File: src/qft_pkg.sv
// shared types, constants and helpers of the quoted field tokenizer
`default_nettype none

package qft_pkg;

  // fixed byte codes
  localparam logic [7:0] QUOTE_BYTE = 8'h27;
  localparam logic [7:0] TAB_BYTE   = 8'h09;
  localparam logic [7:0] LF_BYTE    = 8'h0a;
  localparam logic [7:0] CR_BYTE    = 8'h0d;

  // register file
  localparam int CFG_INDEX_W = 3;
  localparam logic [CFG_INDEX_W-1:0] REG_SEPARATOR     = 3'd0;
  localparam logic [CFG_INDEX_W-1:0] REG_IGNORE_FIRST  = 3'd1;
  localparam logic [CFG_INDEX_W-1:0] REG_IGNORE_SECOND = 3'd2;
  localparam logic [CFG_INDEX_W-1:0] REG_IGNORE_THIRD  = 3'd3;
  localparam logic [CFG_INDEX_W-1:0] REG_IGNORE_FOURTH = 3'd4;
  localparam logic [7:0] SEPARATOR_RESET = 8'd44;

  // most results one byte can cause
  localparam int MAX_RESULTS = 3;

  typedef enum logic [1:0] {
    KIND_CHAR = 2'd0,
    KIND_END  = 2'd1,
    KIND_DONE = 2'd2
  } qft_kind_t;

  typedef struct packed {
    logic [7:0]      separator;
    logic [3:0][7:0] ignore_byte;
  } qft_regs_t;

  typedef struct packed {
    qft_kind_t  kind;
    logic [7:0] char_value;
    logic [6:0] token_index;
    logic [5:0] char_position;
    logic [6:0] token_total;
  } qft_item_t;

  // all results of one input byte, in order
  typedef struct packed {
    logic [1:0]                  count;
    logic                        overflow;
    qft_item_t [MAX_RESULTS-1:0] items;
  } qft_bundle_t;

  // counts leave the block masked to the field widths
  function automatic logic [6:0] to_index(input logic [31:0] value);
    return value[6:0];
  endfunction

  function automatic logic [5:0] to_position(input logic [31:0] value);
    return value[5:0];
  endfunction

endpackage

`default_nettype wire

File: src/qft_in_if.sv
// input byte channel
`default_nettype none

interface qft_in_if;
  logic       valid;
  logic       ready;
  logic [7:0] text_byte;
  logic       line_end;

  modport source (output valid, text_byte, line_end, input ready);
  modport sink   (input valid, text_byte, line_end, output ready);
endinterface

`default_nettype wire

File: src/qft_out_if.sv
// result item channel
`default_nettype none

interface qft_out_if;
  logic       valid;
  logic       ready;
  logic [1:0] kind;
  logic [7:0] char_value;
  logic [6:0] token_index;
  logic [5:0] char_position;
  logic [6:0] token_total;
  logic       overflow;
  logic       run_last;

  modport source (output valid, kind, char_value, token_index, char_position,
                  token_total, overflow, run_last, input ready);
  modport sink   (input valid, kind, char_value, token_index, char_position,
                  token_total, overflow, run_last, output ready);
endinterface

`default_nettype wire

File: src/qft_cfg_if.sv
// configuration write channel
`default_nettype none

interface qft_cfg_if import qft_pkg::*; ();
  logic                   valid;
  logic                   ready;
  logic [CFG_INDEX_W-1:0] index;
  logic [7:0]             data;

  modport source (output valid, index, data, input ready);
  modport sink   (input valid, index, data, output ready);
endinterface

`default_nettype wire

File: src/quoted_field_tokenizer.sv
// top level of the quoted field tokenizer
`default_nettype none

// Splits a text line, one byte per transaction, into tokens at the separator
// register. Every input byte is decided in the cycle it is accepted: the line
// state updates at once and the byte's results (none, or up to three: a kept
// character or token end, a closing token end, and the done item on the last
// byte) go into a two-entry result queue. Input is taken every cycle while
// the queue has room, so bytes with at most one result stream at one per
// cycle if the output is ready; a byte with more results takes a transfer
// for each on the single result port, which bounds the rate. Configuration
// writes are always accepted and should only be made between lines.

module quoted_field_tokenizer import qft_pkg::*; #(
  parameter int TOKEN_CAPACITY = 64,
  parameter int MAX_TOKENS     = 64
) (
  input  logic         clk,
  input  logic         rst,
  qft_cfg_if.sink      cfg,
  qft_in_if.sink       text,
  qft_out_if.source    result
);

  localparam int POS_W = $clog2(TOKEN_CAPACITY);
  localparam int TOK_W = $clog2(MAX_TOKENS + 1);

  qft_regs_t        regs;
  logic [7:0]       previous_byte, previous_byte_next;
  logic             outside_quotes, outside_quotes_next;
  logic [POS_W-1:0] position_in_token, position_in_token_next;
  logic [TOK_W-1:0] tokens_done, tokens_done_next;
  logic             overflow_seen, overflow_seen_next;
  qft_bundle_t      bundle;

  qft_bundle_t      slots [2];
  logic             head, tail;
  logic [1:0]       fill;
  logic [1:0]       sub;
  qft_bundle_t      head_bundle;
  qft_item_t        head_item;
  logic             in_take, push, out_take, pop, item_last;

  // configuration registers
  assign cfg.ready = 1'b1;

  always_ff @(posedge clk) begin
    if (rst) begin
      regs.separator   <= SEPARATOR_RESET;
      regs.ignore_byte <= '0;
    end else if (cfg.valid) begin
      case (cfg.index)
        REG_SEPARATOR:     regs.separator      <= cfg.data;
        REG_IGNORE_FIRST:  regs.ignore_byte[0] <= cfg.data;
        REG_IGNORE_SECOND: regs.ignore_byte[1] <= cfg.data;
        REG_IGNORE_THIRD:  regs.ignore_byte[2] <= cfg.data;
        REG_IGNORE_FOURTH: regs.ignore_byte[3] <= cfg.data;
        default:           regs                <= regs;
      endcase
    end
  end

  // byte decision
  qft_step #(
    .TOKEN_CAPACITY (TOKEN_CAPACITY),
    .MAX_TOKENS     (MAX_TOKENS)
  ) u_step (
    .text_byte              (text.text_byte),
    .line_end               (text.line_end),
    .regs                   (regs),
    .previous_byte          (previous_byte),
    .outside_quotes         (outside_quotes),
    .position_in_token      (position_in_token),
    .tokens_done            (tokens_done),
    .overflow_seen          (overflow_seen),
    .previous_byte_next     (previous_byte_next),
    .outside_quotes_next    (outside_quotes_next),
    .position_in_token_next (position_in_token_next),
    .tokens_done_next       (tokens_done_next),
    .overflow_seen_next     (overflow_seen_next),
    .bundle                 (bundle)
  );

  // handshake decode
  assign text.ready  = (fill != 2'd2);
  assign in_take     = text.valid && text.ready;
  assign push        = in_take && (bundle.count != 2'd0);
  assign head_bundle = slots[head];
  assign head_item   = head_bundle.items[sub];
  assign item_last   = (sub == head_bundle.count - 2'd1);
  assign out_take    = result.valid && result.ready;
  assign pop         = out_take && item_last;

  // line state
  always_ff @(posedge clk) begin
    if (rst) begin
      previous_byte     <= '0;
      outside_quotes    <= 1'b1;
      position_in_token <= '0;
      tokens_done       <= '0;
      overflow_seen     <= 1'b0;
    end else if (in_take) begin
      previous_byte     <= previous_byte_next;
      outside_quotes    <= outside_quotes_next;
      position_in_token <= position_in_token_next;
      tokens_done       <= tokens_done_next;
      overflow_seen     <= overflow_seen_next;
    end
  end

  // result queue storage
  always_ff @(posedge clk) begin
    if (push) begin
      slots[tail] <= bundle;
    end
  end

  // result queue control
  always_ff @(posedge clk) begin
    if (rst) begin
      head <= 1'b0;
      tail <= 1'b0;
      fill <= 2'd0;
      sub  <= 2'd0;
    end else begin
      if (push) begin
        tail <= !tail;
      end
      if (pop) begin
        head <= !head;
      end
      case ({push, pop})
        2'b10:   fill <= fill + 2'd1;
        2'b01:   fill <= fill - 2'd1;
        default: fill <= fill;
      endcase
      if (out_take) begin
        sub <= item_last ? 2'd0 : sub + 2'd1;
      end
    end
  end

  // output from the queue head
  assign result.valid         = (fill != 2'd0);
  assign result.kind          = head_item.kind;
  assign result.char_value    = head_item.char_value;
  assign result.token_index   = head_item.token_index;
  assign result.char_position = head_item.char_position;
  assign result.token_total   = head_item.token_total;
  assign result.overflow      = head_bundle.overflow;
  assign result.run_last      = item_last;

endmodule

`default_nettype wire

File: src/qft_step.sv
// per-byte decision logic: next line state and the results of one byte
`default_nettype none

module qft_step import qft_pkg::*; #(
  parameter int  TOKEN_CAPACITY = 64,
  parameter int  MAX_TOKENS     = 64,
  localparam int POS_W          = $clog2(TOKEN_CAPACITY),
  localparam int TOK_W          = $clog2(MAX_TOKENS + 1)
) (
  input  logic [7:0]       text_byte,
  input  logic             line_end,
  input  qft_regs_t        regs,
  input  logic [7:0]       previous_byte,
  input  logic             outside_quotes,
  input  logic [POS_W-1:0] position_in_token,
  input  logic [TOK_W-1:0] tokens_done,
  input  logic             overflow_seen,
  output logic [7:0]       previous_byte_next,
  output logic             outside_quotes_next,
  output logic [POS_W-1:0] position_in_token_next,
  output logic [TOK_W-1:0] tokens_done_next,
  output logic             overflow_seen_next,
  output qft_bundle_t      bundle
);

  localparam logic [POS_W-1:0] POS_LIMIT = POS_W'(TOKEN_CAPACITY - 1);
  localparam logic [TOK_W-1:0] TOK_LIMIT = TOK_W'(MAX_TOKENS);

  logic             is_sep, is_tab, is_drop;
  logic             close_a, keep_a, quotes_a;
  logic             a_valid, b_valid;
  qft_item_t        item_a, item_b, item_c;
  logic [POS_W-1:0] pos1, pos2;
  logic [TOK_W-1:0] tok1, tok2;
  logic             ovf1, ovf2;
  logic [1:0]       fill;

  // byte classification in rule order
  always_comb begin
    is_sep  = (text_byte == regs.separator);
    is_tab  = (text_byte == TAB_BYTE);
    is_drop = (text_byte == regs.ignore_byte[0]) || (text_byte == regs.ignore_byte[1]) ||
              (text_byte == regs.ignore_byte[2]) || (text_byte == regs.ignore_byte[3]) ||
              is_tab || (text_byte == LF_BYTE) || (text_byte == CR_BYTE);
    close_a  = 1'b0;
    keep_a   = 1'b0;
    quotes_a = outside_quotes;
    if (is_sep && (previous_byte == regs.separator)) begin
      close_a = 1'b1;
    end else if ((is_sep || is_tab) && (position_in_token == '0)) begin
      // leading separator or tab dropped
      close_a = 1'b0;
    end else if (text_byte == QUOTE_BYTE) begin
      quotes_a = !outside_quotes;
    end else if (is_drop) begin
      close_a = 1'b0;
    end else if (is_sep && outside_quotes) begin
      close_a = 1'b1;
    end else begin
      keep_a = 1'b1;
    end
  end

  // result of the byte itself
  always_comb begin
    item_a  = '0;
    a_valid = 1'b0;
    pos1    = position_in_token;
    tok1    = tokens_done;
    ovf1    = overflow_seen;
    if (close_a) begin
      if (tokens_done < TOK_LIMIT) begin
        a_valid              = 1'b1;
        item_a.kind          = KIND_END;
        item_a.token_index   = to_index(32'(tokens_done));
        item_a.char_position = to_position(32'(position_in_token));
        tok1                 = tokens_done + 1'b1;
      end else begin
        ovf1 = 1'b1;
      end
      pos1 = '0;
    end else if (keep_a) begin
      if (position_in_token >= POS_LIMIT) begin
        ovf1 = 1'b1;
      end else if (tokens_done >= TOK_LIMIT) begin
        ovf1 = 1'b1;
        pos1 = position_in_token + 1'b1;
      end else begin
        a_valid              = 1'b1;
        item_a.kind          = KIND_CHAR;
        item_a.char_value    = text_byte;
        item_a.token_index   = to_index(32'(tokens_done));
        item_a.char_position = to_position(32'(position_in_token));
        pos1                 = position_in_token + 1'b1;
      end
    end
  end

  // close of an open token and done item at the line end
  always_comb begin
    item_b  = '0;
    item_c  = '0;
    b_valid = 1'b0;
    pos2    = pos1;
    tok2    = tok1;
    ovf2    = ovf1;
    if (line_end && (pos1 != '0)) begin
      if (tok1 < TOK_LIMIT) begin
        b_valid              = 1'b1;
        item_b.kind          = KIND_END;
        item_b.token_index   = to_index(32'(tok1));
        item_b.char_position = to_position(32'(pos1));
        tok2                 = tok1 + 1'b1;
      end else begin
        ovf2 = 1'b1;
      end
      pos2 = '0;
    end
    item_c.kind        = KIND_DONE;
    item_c.token_total = to_index(32'(tok2));
  end

  // pack the results in order
  always_comb begin
    bundle = '0;
    fill   = 2'd0;
    if (a_valid) begin
      bundle.items[fill] = item_a;
      fill               = fill + 2'd1;
    end
    if (b_valid) begin
      bundle.items[fill] = item_b;
      fill               = fill + 2'd1;
    end
    if (line_end) begin
      bundle.items[fill] = item_c;
      fill               = fill + 2'd1;
    end
    bundle.count    = fill;
    bundle.overflow = ovf2;
  end

  // line state, cleared after the last byte of a line
  always_comb begin
    if (line_end) begin
      previous_byte_next     = '0;
      outside_quotes_next    = 1'b1;
      position_in_token_next = '0;
      tokens_done_next       = '0;
      overflow_seen_next     = 1'b0;
    end else begin
      previous_byte_next     = text_byte;
      outside_quotes_next    = quotes_a;
      position_in_token_next = pos2;
      tokens_done_next       = tok2;
      overflow_seen_next     = ovf2;
    end
  end

endmodule

`default_nettype wire

File: src/flat_wrapper.sv
// flat-port wrapper written by rule: the top's interface ports become plain ports
module quoted_field_tokenizer_flat import qft_pkg::*;
#(
  parameter int TOKEN_CAPACITY = 64,
  parameter int MAX_TOKENS     = 64
)
  (clk, rst, cfg_valid, cfg_index, cfg_data, cfg_ready, text_valid, text_text_byte, text_line_end, text_ready, result_valid, result_kind, result_char_value, result_token_index, result_char_position, result_token_total, result_overflow, result_run_last, result_ready);
  qft_cfg_if cfg_i ();
  qft_in_if text_i ();
  qft_out_if result_i ();
  input  logic clk;
  input  logic rst;
  input wire logic [$bits(cfg_i.valid)-1:0] cfg_valid;
  input wire logic [$bits(cfg_i.index)-1:0] cfg_index;
  input wire logic [$bits(cfg_i.data)-1:0] cfg_data;
  output wire logic [$bits(cfg_i.ready)-1:0] cfg_ready;
  input wire logic [$bits(text_i.valid)-1:0] text_valid;
  input wire logic [$bits(text_i.text_byte)-1:0] text_text_byte;
  input wire logic [$bits(text_i.line_end)-1:0] text_line_end;
  output wire logic [$bits(text_i.ready)-1:0] text_ready;
  output wire logic [$bits(result_i.valid)-1:0] result_valid;
  output wire logic [$bits(result_i.kind)-1:0] result_kind;
  output wire logic [$bits(result_i.char_value)-1:0] result_char_value;
  output wire logic [$bits(result_i.token_index)-1:0] result_token_index;
  output wire logic [$bits(result_i.char_position)-1:0] result_char_position;
  output wire logic [$bits(result_i.token_total)-1:0] result_token_total;
  output wire logic [$bits(result_i.overflow)-1:0] result_overflow;
  output wire logic [$bits(result_i.run_last)-1:0] result_run_last;
  input wire logic [$bits(result_i.ready)-1:0] result_ready;
  assign cfg_i.valid = cfg_valid;
  assign cfg_i.index = cfg_index;
  assign cfg_i.data = cfg_data;
  assign cfg_ready = cfg_i.ready;
  assign text_i.valid = text_valid;
  assign text_i.text_byte = text_text_byte;
  assign text_i.line_end = text_line_end;
  assign text_ready = text_i.ready;
  assign result_valid = result_i.valid;
  assign result_kind = result_i.kind;
  assign result_char_value = result_i.char_value;
  assign result_token_index = result_i.token_index;
  assign result_char_position = result_i.char_position;
  assign result_token_total = result_i.token_total;
  assign result_overflow = result_i.overflow;
  assign result_run_last = result_i.run_last;
  assign result_i.ready = result_ready;
  quoted_field_tokenizer #(.TOKEN_CAPACITY(TOKEN_CAPACITY), .MAX_TOKENS(MAX_TOKENS)) u_core (.clk(clk), .rst(rst), .cfg(cfg_i), .text(text_i), .result(result_i));
endmodule
File: config.mk
export PLATFORM = sky130hd
export DESIGN_NAME = quoted_field_tokenizer_flat
export DESIGN_NICKNAME = d
export VERILOG_FILES = /design/src/qft_pkg.sv /design/src/qft_in_if.sv /design/src/qft_out_if.sv /design/src/qft_cfg_if.sv /design/src/quoted_field_tokenizer.sv /design/src/qft_step.sv /design/src/flat_wrapper.sv
export SDC_FILE = /design/constraint.sdc
export NUM_CORES = 1
export LEC_CHECK = 0
export ABC_CLOCK_PERIOD_IN_PS = 7890
export CAP_MARGIN = 20
export CORE_MARGIN = 2
export CORE_UTILIZATION = 35
export DETAILED_ROUTE_END_ITERATION = 10
export DONT_BUFFER_PORTS = 1
export PLACE_DENSITY = 0.48
export SETUP_SLACK_MARGIN = 0.5
export SKIP_LAST_GASP = 1
export SYNTH_ARGS = -nofsm -noshare
export SYNTH_HDL_FRONTEND = slang
export SYNTH_SLANG_ARGS = --single-unit
File: constraint.sdc
create_clock -name clk -period 7.89 [get_ports clk]
set_input_delay 0 -clock clk [delete_from_list [all_inputs] [get_ports clk]]
set_output_delay 0 -clock clk [all_outputs]
set_load 0.02 [all_outputs]
# == Word level (Yosys, flattened, before mapping) ==
# Memories as Yosys holds them, arrays and structs flattened. A register that Yosys moved wholly into a read port is not among the register bits.
# Index checks and enable logic that the tools add are counted.
# word_totals
register_bits,69
mem_bits_rw,186
inputBits,25
out_inout_bits,35
word_cells,158
memories,1
# mem_list
name,words,word_bits,read_ports,rd_clocked_by_memory_dff,wr,line_no,text
u_core.slots,2,93,1,1,1,quoted_field_tokenizer.sv:36,qft_bundle_t slots [2];
# classes
add_sub_neg,9
magnitude_cmp,9
n_eq_ne,20
muxes,72
n_reduce_logical,33
# op_table
operator,count
bitwise mux 90 bit,2
2-to-1 mux 90 bit,2
demux 30 bit (select 2 bit),2
2-to-1 mux 30 bit,4
2-to-1 mux 21 bit,3
binary-select mux 30 bit (select 2 bit),1
2-to-1 mux 13 bit,4
equality test 8 bit,6
2-to-1 mux 1 bit,37
2-to-1 mux 7 bit,5
2-to-1 mux 6 bit,5
"equality test 8 x 4 -> 1 bit, second input constant",3
2-to-1 mux 8 bit,2
"adder 7 x 1 -> 7 bit, second input constant",2
"< comparator 7 bit, second input constant",2
logical AND 1 bit,10
AND reduction 2 bit,5
"< comparator 2 x 3 -> 1 bit, second input constant",3
"adder 2 x 1 -> 2 bit, second input constant",4
"equality test 8 x 6 -> 1 bit, second input constant",1
2-to-1 mux 2 bit,4
nonzero test 2 bit,4
">= comparator 7 bit, second input constant",1
logical OR 1 bit,7
other kinds (17),24

# == Logic depth before layout (Yosys ltp) ==
# depth
word_depth,23
mapped_depth,20
mapped_depth_nobuf,18

# == By module ==
# From an unflattened synthesis, not the netlist that was laid out.
# unflattened
cells_unflattened,1021
hier_area_um2,12024.0
# modules_own_cells
mod,n_inst,cells_each,area_per_inst_um2,seq_area_each_um2
quoted_field_tokenizer,1,649,9608.0,6986.7
qft_step,1,372,2416.1,0.0

# == Least setup slack after synthesis ==
# OpenSTA, ideal clock, no wires.
# synth_timing
path_kind,flip-flop to flip-flop
start,reg u_core.position_in_token[2]
end,"mem u_core.slots[0][0] in the netlist's numbering, enable pin"
t_arrival_ps,6168
required_time_ps,7408
path_slack_ps,1239
path_stages_with_launch,16
n_path_buf,2
synth_period_minus_slack_ps,6651
path_cell_list,dfxtp_1 > buf_6 > nor4_2 > nand2_2 > or4_1 > buf_2 > a22oi_1 > nor3_1 > o31a_1 > a311o_2 > o211ai_4 > inv_1 > ha_1 > xor2_1 > o21ai_0 > nor2_1
# synth_lines
item,line_no,text
start: declaration,quoted_field_tokenizer.sv:31,"logic [POS_W-1:0] position_in_token, position_in_token_next;"
start signal: assignment,quoted_field_tokenizer.sv:105,position_in_token <= position_in_token_next;
end: declaration,quoted_field_tokenizer.sv:36,

==> impl_metrics.csv <==
group,metric,value,unit
clock_network,cts.sinks,194,
yosys,synth.avg_cell_area,11.1,um^2
setup_path,worstSetupStartpointType,"flip-flop",
clock_network,cts_tree,"done",
clock_network,clkTransAtPathRegs,0.08,ns
die,rows,60,
cells_and_area,fin_nets,894,
cells_and_area,fin_area,10700,um^2
cells_and_area,fillers,2576,
detailed_routing,drc_errors,0,
placement,gp_congestion,0.843,
cells_and_area,multi_input_area,3970,um^2
clock_network,cts_buffers,17,
detailed_routing,first_pass_iters,5,
flow_run,cap_viol_max_count,0,
die,die_w,168,um
power_and_ir_drop,vdd.ir_drop.worst,0.129,mV
power_and_ir_drop,pwr-share-comb,0.146,
yosys,ys_seq_elements,194,
clock_network,cts_root_buffer,"clkbuf_16",
timing,fmax,176,MHz
placement,dp_hpwl,14.7,mm
clock_network,cts_max_level,4,
setup_path,criticalPathCategory,"reg2reg",
power_and_ir_drop,switchingPower,0.661,mW
timing,hold_slack,0.0218,ns
timing,rsz0062_at_grt,"false",
cells_and_area,n_antenna_cell,0,
timing,finClkSkew,0.0157,ns
power_and_ir_drop,p_sw_frac,0.271,
power_and_ir_drop,pwr-share-seq,0.488,
setup_path,cp.arrival,5.81,ns
grt,grtUsageTotal,0.171,
yosys,synth-main-ff-cell,"edfxtp_1",
grt,first_global_vias,6255,
power_and_ir_drop,internal-power,1.78,mW
detailed_routing,vias,6300,
grt,antenna_found_initial,0,
yosys,synth_warnings,0,
cells_and_area,area_growth,13.4,%
cells_and_area,drive_gt1_frac,0.0964,
yosys,synth_cell_types,71,
die,die_area,28200,um^2
die,coreArea,26700,um^2
yosys,synth_cells,850,
die,ios,60,
grt,grt_max_degree,70,
detailed_routing,drt_iter0_markers,409,
grt,globalRouteOverflowTotal,0,
power_and_ir_drop,cellLeakagePower,3.80,nW
setup_path,endpoint_kind,"flip-flop",
yosys,synth_area_leaders,"edfxtp_1, dfxtp_1, mux4_2",
placement,port-buffer-count,0,
setup_path,slowest_delay,0.89,ns
timing,fin_tns_setup,0,ns
setup_path,crit_start,"u_core.position_in_token[5]$_SDFFE_PP0P_",
clock_network,ctsLongestPathBuffers,2,
detailed_routing,detail-route-antenna-nets,0,
hold_path,hold_class,"in2reg",
power_and_ir_drop,cellPowerDensity,228,nW/um^2
yosys,synth.top_cell.area_share,0.396,
yosys,synth_compound_area_frac,0.0974,
grt,grt_first_pass_wirelength,36.7,mm
yosys,synth_top_area_cell,"edfxtp_1",
die,die_h,168,um
yosys,synthMuxAreaShare,0.0868,
setup_path,crit_chain,"nor4_2 > nand2_2 > or4_1 > a22oi_1 > nor3_1 > o31a_1 > a311o_2 > o211ai_4 > inv_1 > ha_1 > xor2_1 > o21ai_0 > nor2_4 > buf_12",
power_and_ir_drop,clkPwrFrac,0.366,
cells_and_area,ff_latch_area,5130,um^2
setup_path,crit_required,8.02,ns
setup_path,crit_path_end,"u_core.slots[0][19]$_DFFE_PP_",
placement,dpl_cell_area,9700,um^2
setup_path,r2r-end,"u_core.slots[0][19]$_DFFE_PP_",
cells_and_area,final_common_cell,"edfxtp_1",
timing,setup_ws,2.21,ns
timing,hold_viol,0,
setup_path,cp_max_fo,32,
timing,slew_violations,0,
timing,relSlewSlack,0.276,
setup_path,rrSetupSlack,2.21,ns
setup_path,r2r-start,"u_core.position_in_token[5]$_SDFFE_PP0P_",
yosys,yosys.area_share.simple,0.163,
timing,setup_viol,0,
yosys,seq_area_frac_synth,0.544,
setup_path,worst_path_max_delay_cell,"nor2_4",
yosys,synth_xor_area_frac,0.0568,
placement,post-place-ws,2.22,ns
yosys,async_flop_share,0,
detailed_routing,routed_wl,23.3,mm
yosys,synthesis.area,9410,um^2
detailed_routing,wl_per_cell,19.2,um
power_and_ir_drop,total_power,2.44,mW
yosys,synth_top_family_by_area,"simple AND/OR/NAND/NOR gates",
timing,fin_crit,5.68,ns
detailed_routing,vias_per_cell,5.20,
die,initial_core_util,0.353,
clock_network,clk_latency,0.44,ns
status,status,"finished, final reports clean",
timing,worst_pin_slew,1.08,ns
cells_and_area,final_cell_mix,"edfxtp_1, nand2_1, nor2_1",
placement,placed_cells,1145,
timing,fin_crit_sh,0.720,
yosys,synth-edff-count,124,
setup_path,r2r_cells,14,
cells_and_area,final_cells,1212,
yosys,synthAdderAreaFrac,0.0146,
cells_and_area,fin_util,0.401,
## layout make-up
type | instances | share of cell area
flip-flops and latches | 194 | 0.480
multi-input cells | 577 | 0.372
clock buffers | 20 | 0.0458
repair buffers | 42 | 0.0421
well taps | 341 | 0.0400
clock inverters | 12 | 0.0111
inverters | 26 | 0.00914
## state kept, by name, summed over array words and instances (netlist names), named ones only
| register | flops |
|---|---|
| u_core.slots | 124 |
| u_core.regs | 40 |
| u_core.previous_byte | 8 |
| u_core.tokens_done | 7 |
| u_core.position_in_token | 6 |
| u_core.fill | 2 |
| u_core.sub | 2 |
| u_core.head | 1 |
| u_core.outside_quotes | 1 |
| u_core.overflow_seen | 1 |
| u_core.tail | 1 |
## logic make-up after synthesis
| logic type | Yosys count |
|---|---|
| and+or+nand+nor | 313 |
| buffers and inverters | 80 |
| DFF | 194 |
| muxes | 55 |
| xor gates and xnor gates | 61 |
| AOI/OAI and AO/OA | 134 |
| adders and majority gates | 11 |
| other | 2 |
## metal layers
metal,wire length [um],global-route usage,vias to the layer above
li1,-,-,3085
met1,11200,0.235,3102
met2,11100,0.279,97
met3,708,0.0310,16
met4,222,0.0420,0
met5,0,0,-
## critical path: cells and delay by family, from the launching register on
family	cells	cell delay, ns
XOR/XNOR	1	0.23
AND/OR/NAND/NOR	5	2.21
AO/OA/AOI/OAI	5	1.70
flip-flops	1	0.43
buffers and inverters	2	0.40
adder cells (fa/ha/maj)	1	0.35
## synth_stat cells, types with 8 or more instances
library cell / count
and2_1: 11
mux2i_1: 31
nand3_1: 10
ha_1: 11
a21oi_1: 53
mux4_2: 21
nor3_1: 10
xor2_1: 53
edfxtp_1: 124
dfxtp_1: 70
and3_1: 12
xnor2_1: 8
nor2b_1: 21
nand2_1: 99
buf_2: 9
clkbuf_1: 34
a22oi_1: 11
o22ai_1: 8
a22o_1: 8
nor4_1: 16
nor2_1: 91
inv_1: 26
o21ai_0: 15
## worst min path at each step
stage,start,endpoint,cells past startpoint,slack (ns)
final,cfg_index[1],u_core.regs[3]$_SDFFE_PP0P_,3,0.02
after global routing,cfg_index[1],u_core.regs[14]$_SDFFE_PP0P_,3,0.009
after CTS,cfg_index[1],u_core.regs[14]$_SDFFE_PP0P_,3,0.009
after detailed placement,rst,u_core.regs[3]$_SDFFE_PP0P_,1,0.08
after global placement,rst,u_core.regs[3]$_SDFFE_PP0P_,1,0.08
after floorplan,cfg_data[2],u_core.regs[34]$_SDFFE_PP1P_,2,0.12
## repair_timing
action,CTS,global route
setup buffers,0,0
endpoints found under the hold margin,90,0
resized for setup,0,0
hold buffers,35,0
## power by group through the flow
| stage | Combinational [mW] | Sequential [mW] | Clock [mW] |
|---|---|---|---|
| 3_3_place_gp | 0.338 | 1.21 | 0 |
| 6_report | 0.357 | 1.19 | 0.891 |
| 5_1_grt | 0.391 | 1.20 | 0.946 |
| 4_1_cts | 0.366 | 1.19 | 0.910 |
| 3_5_place_dp | 0.339 | 1.21 | 0 |
| 2_1_floorplan | 0.275 | 1.21 | 0 |
No activity file was read; power rests on OpenSTA's default activity.
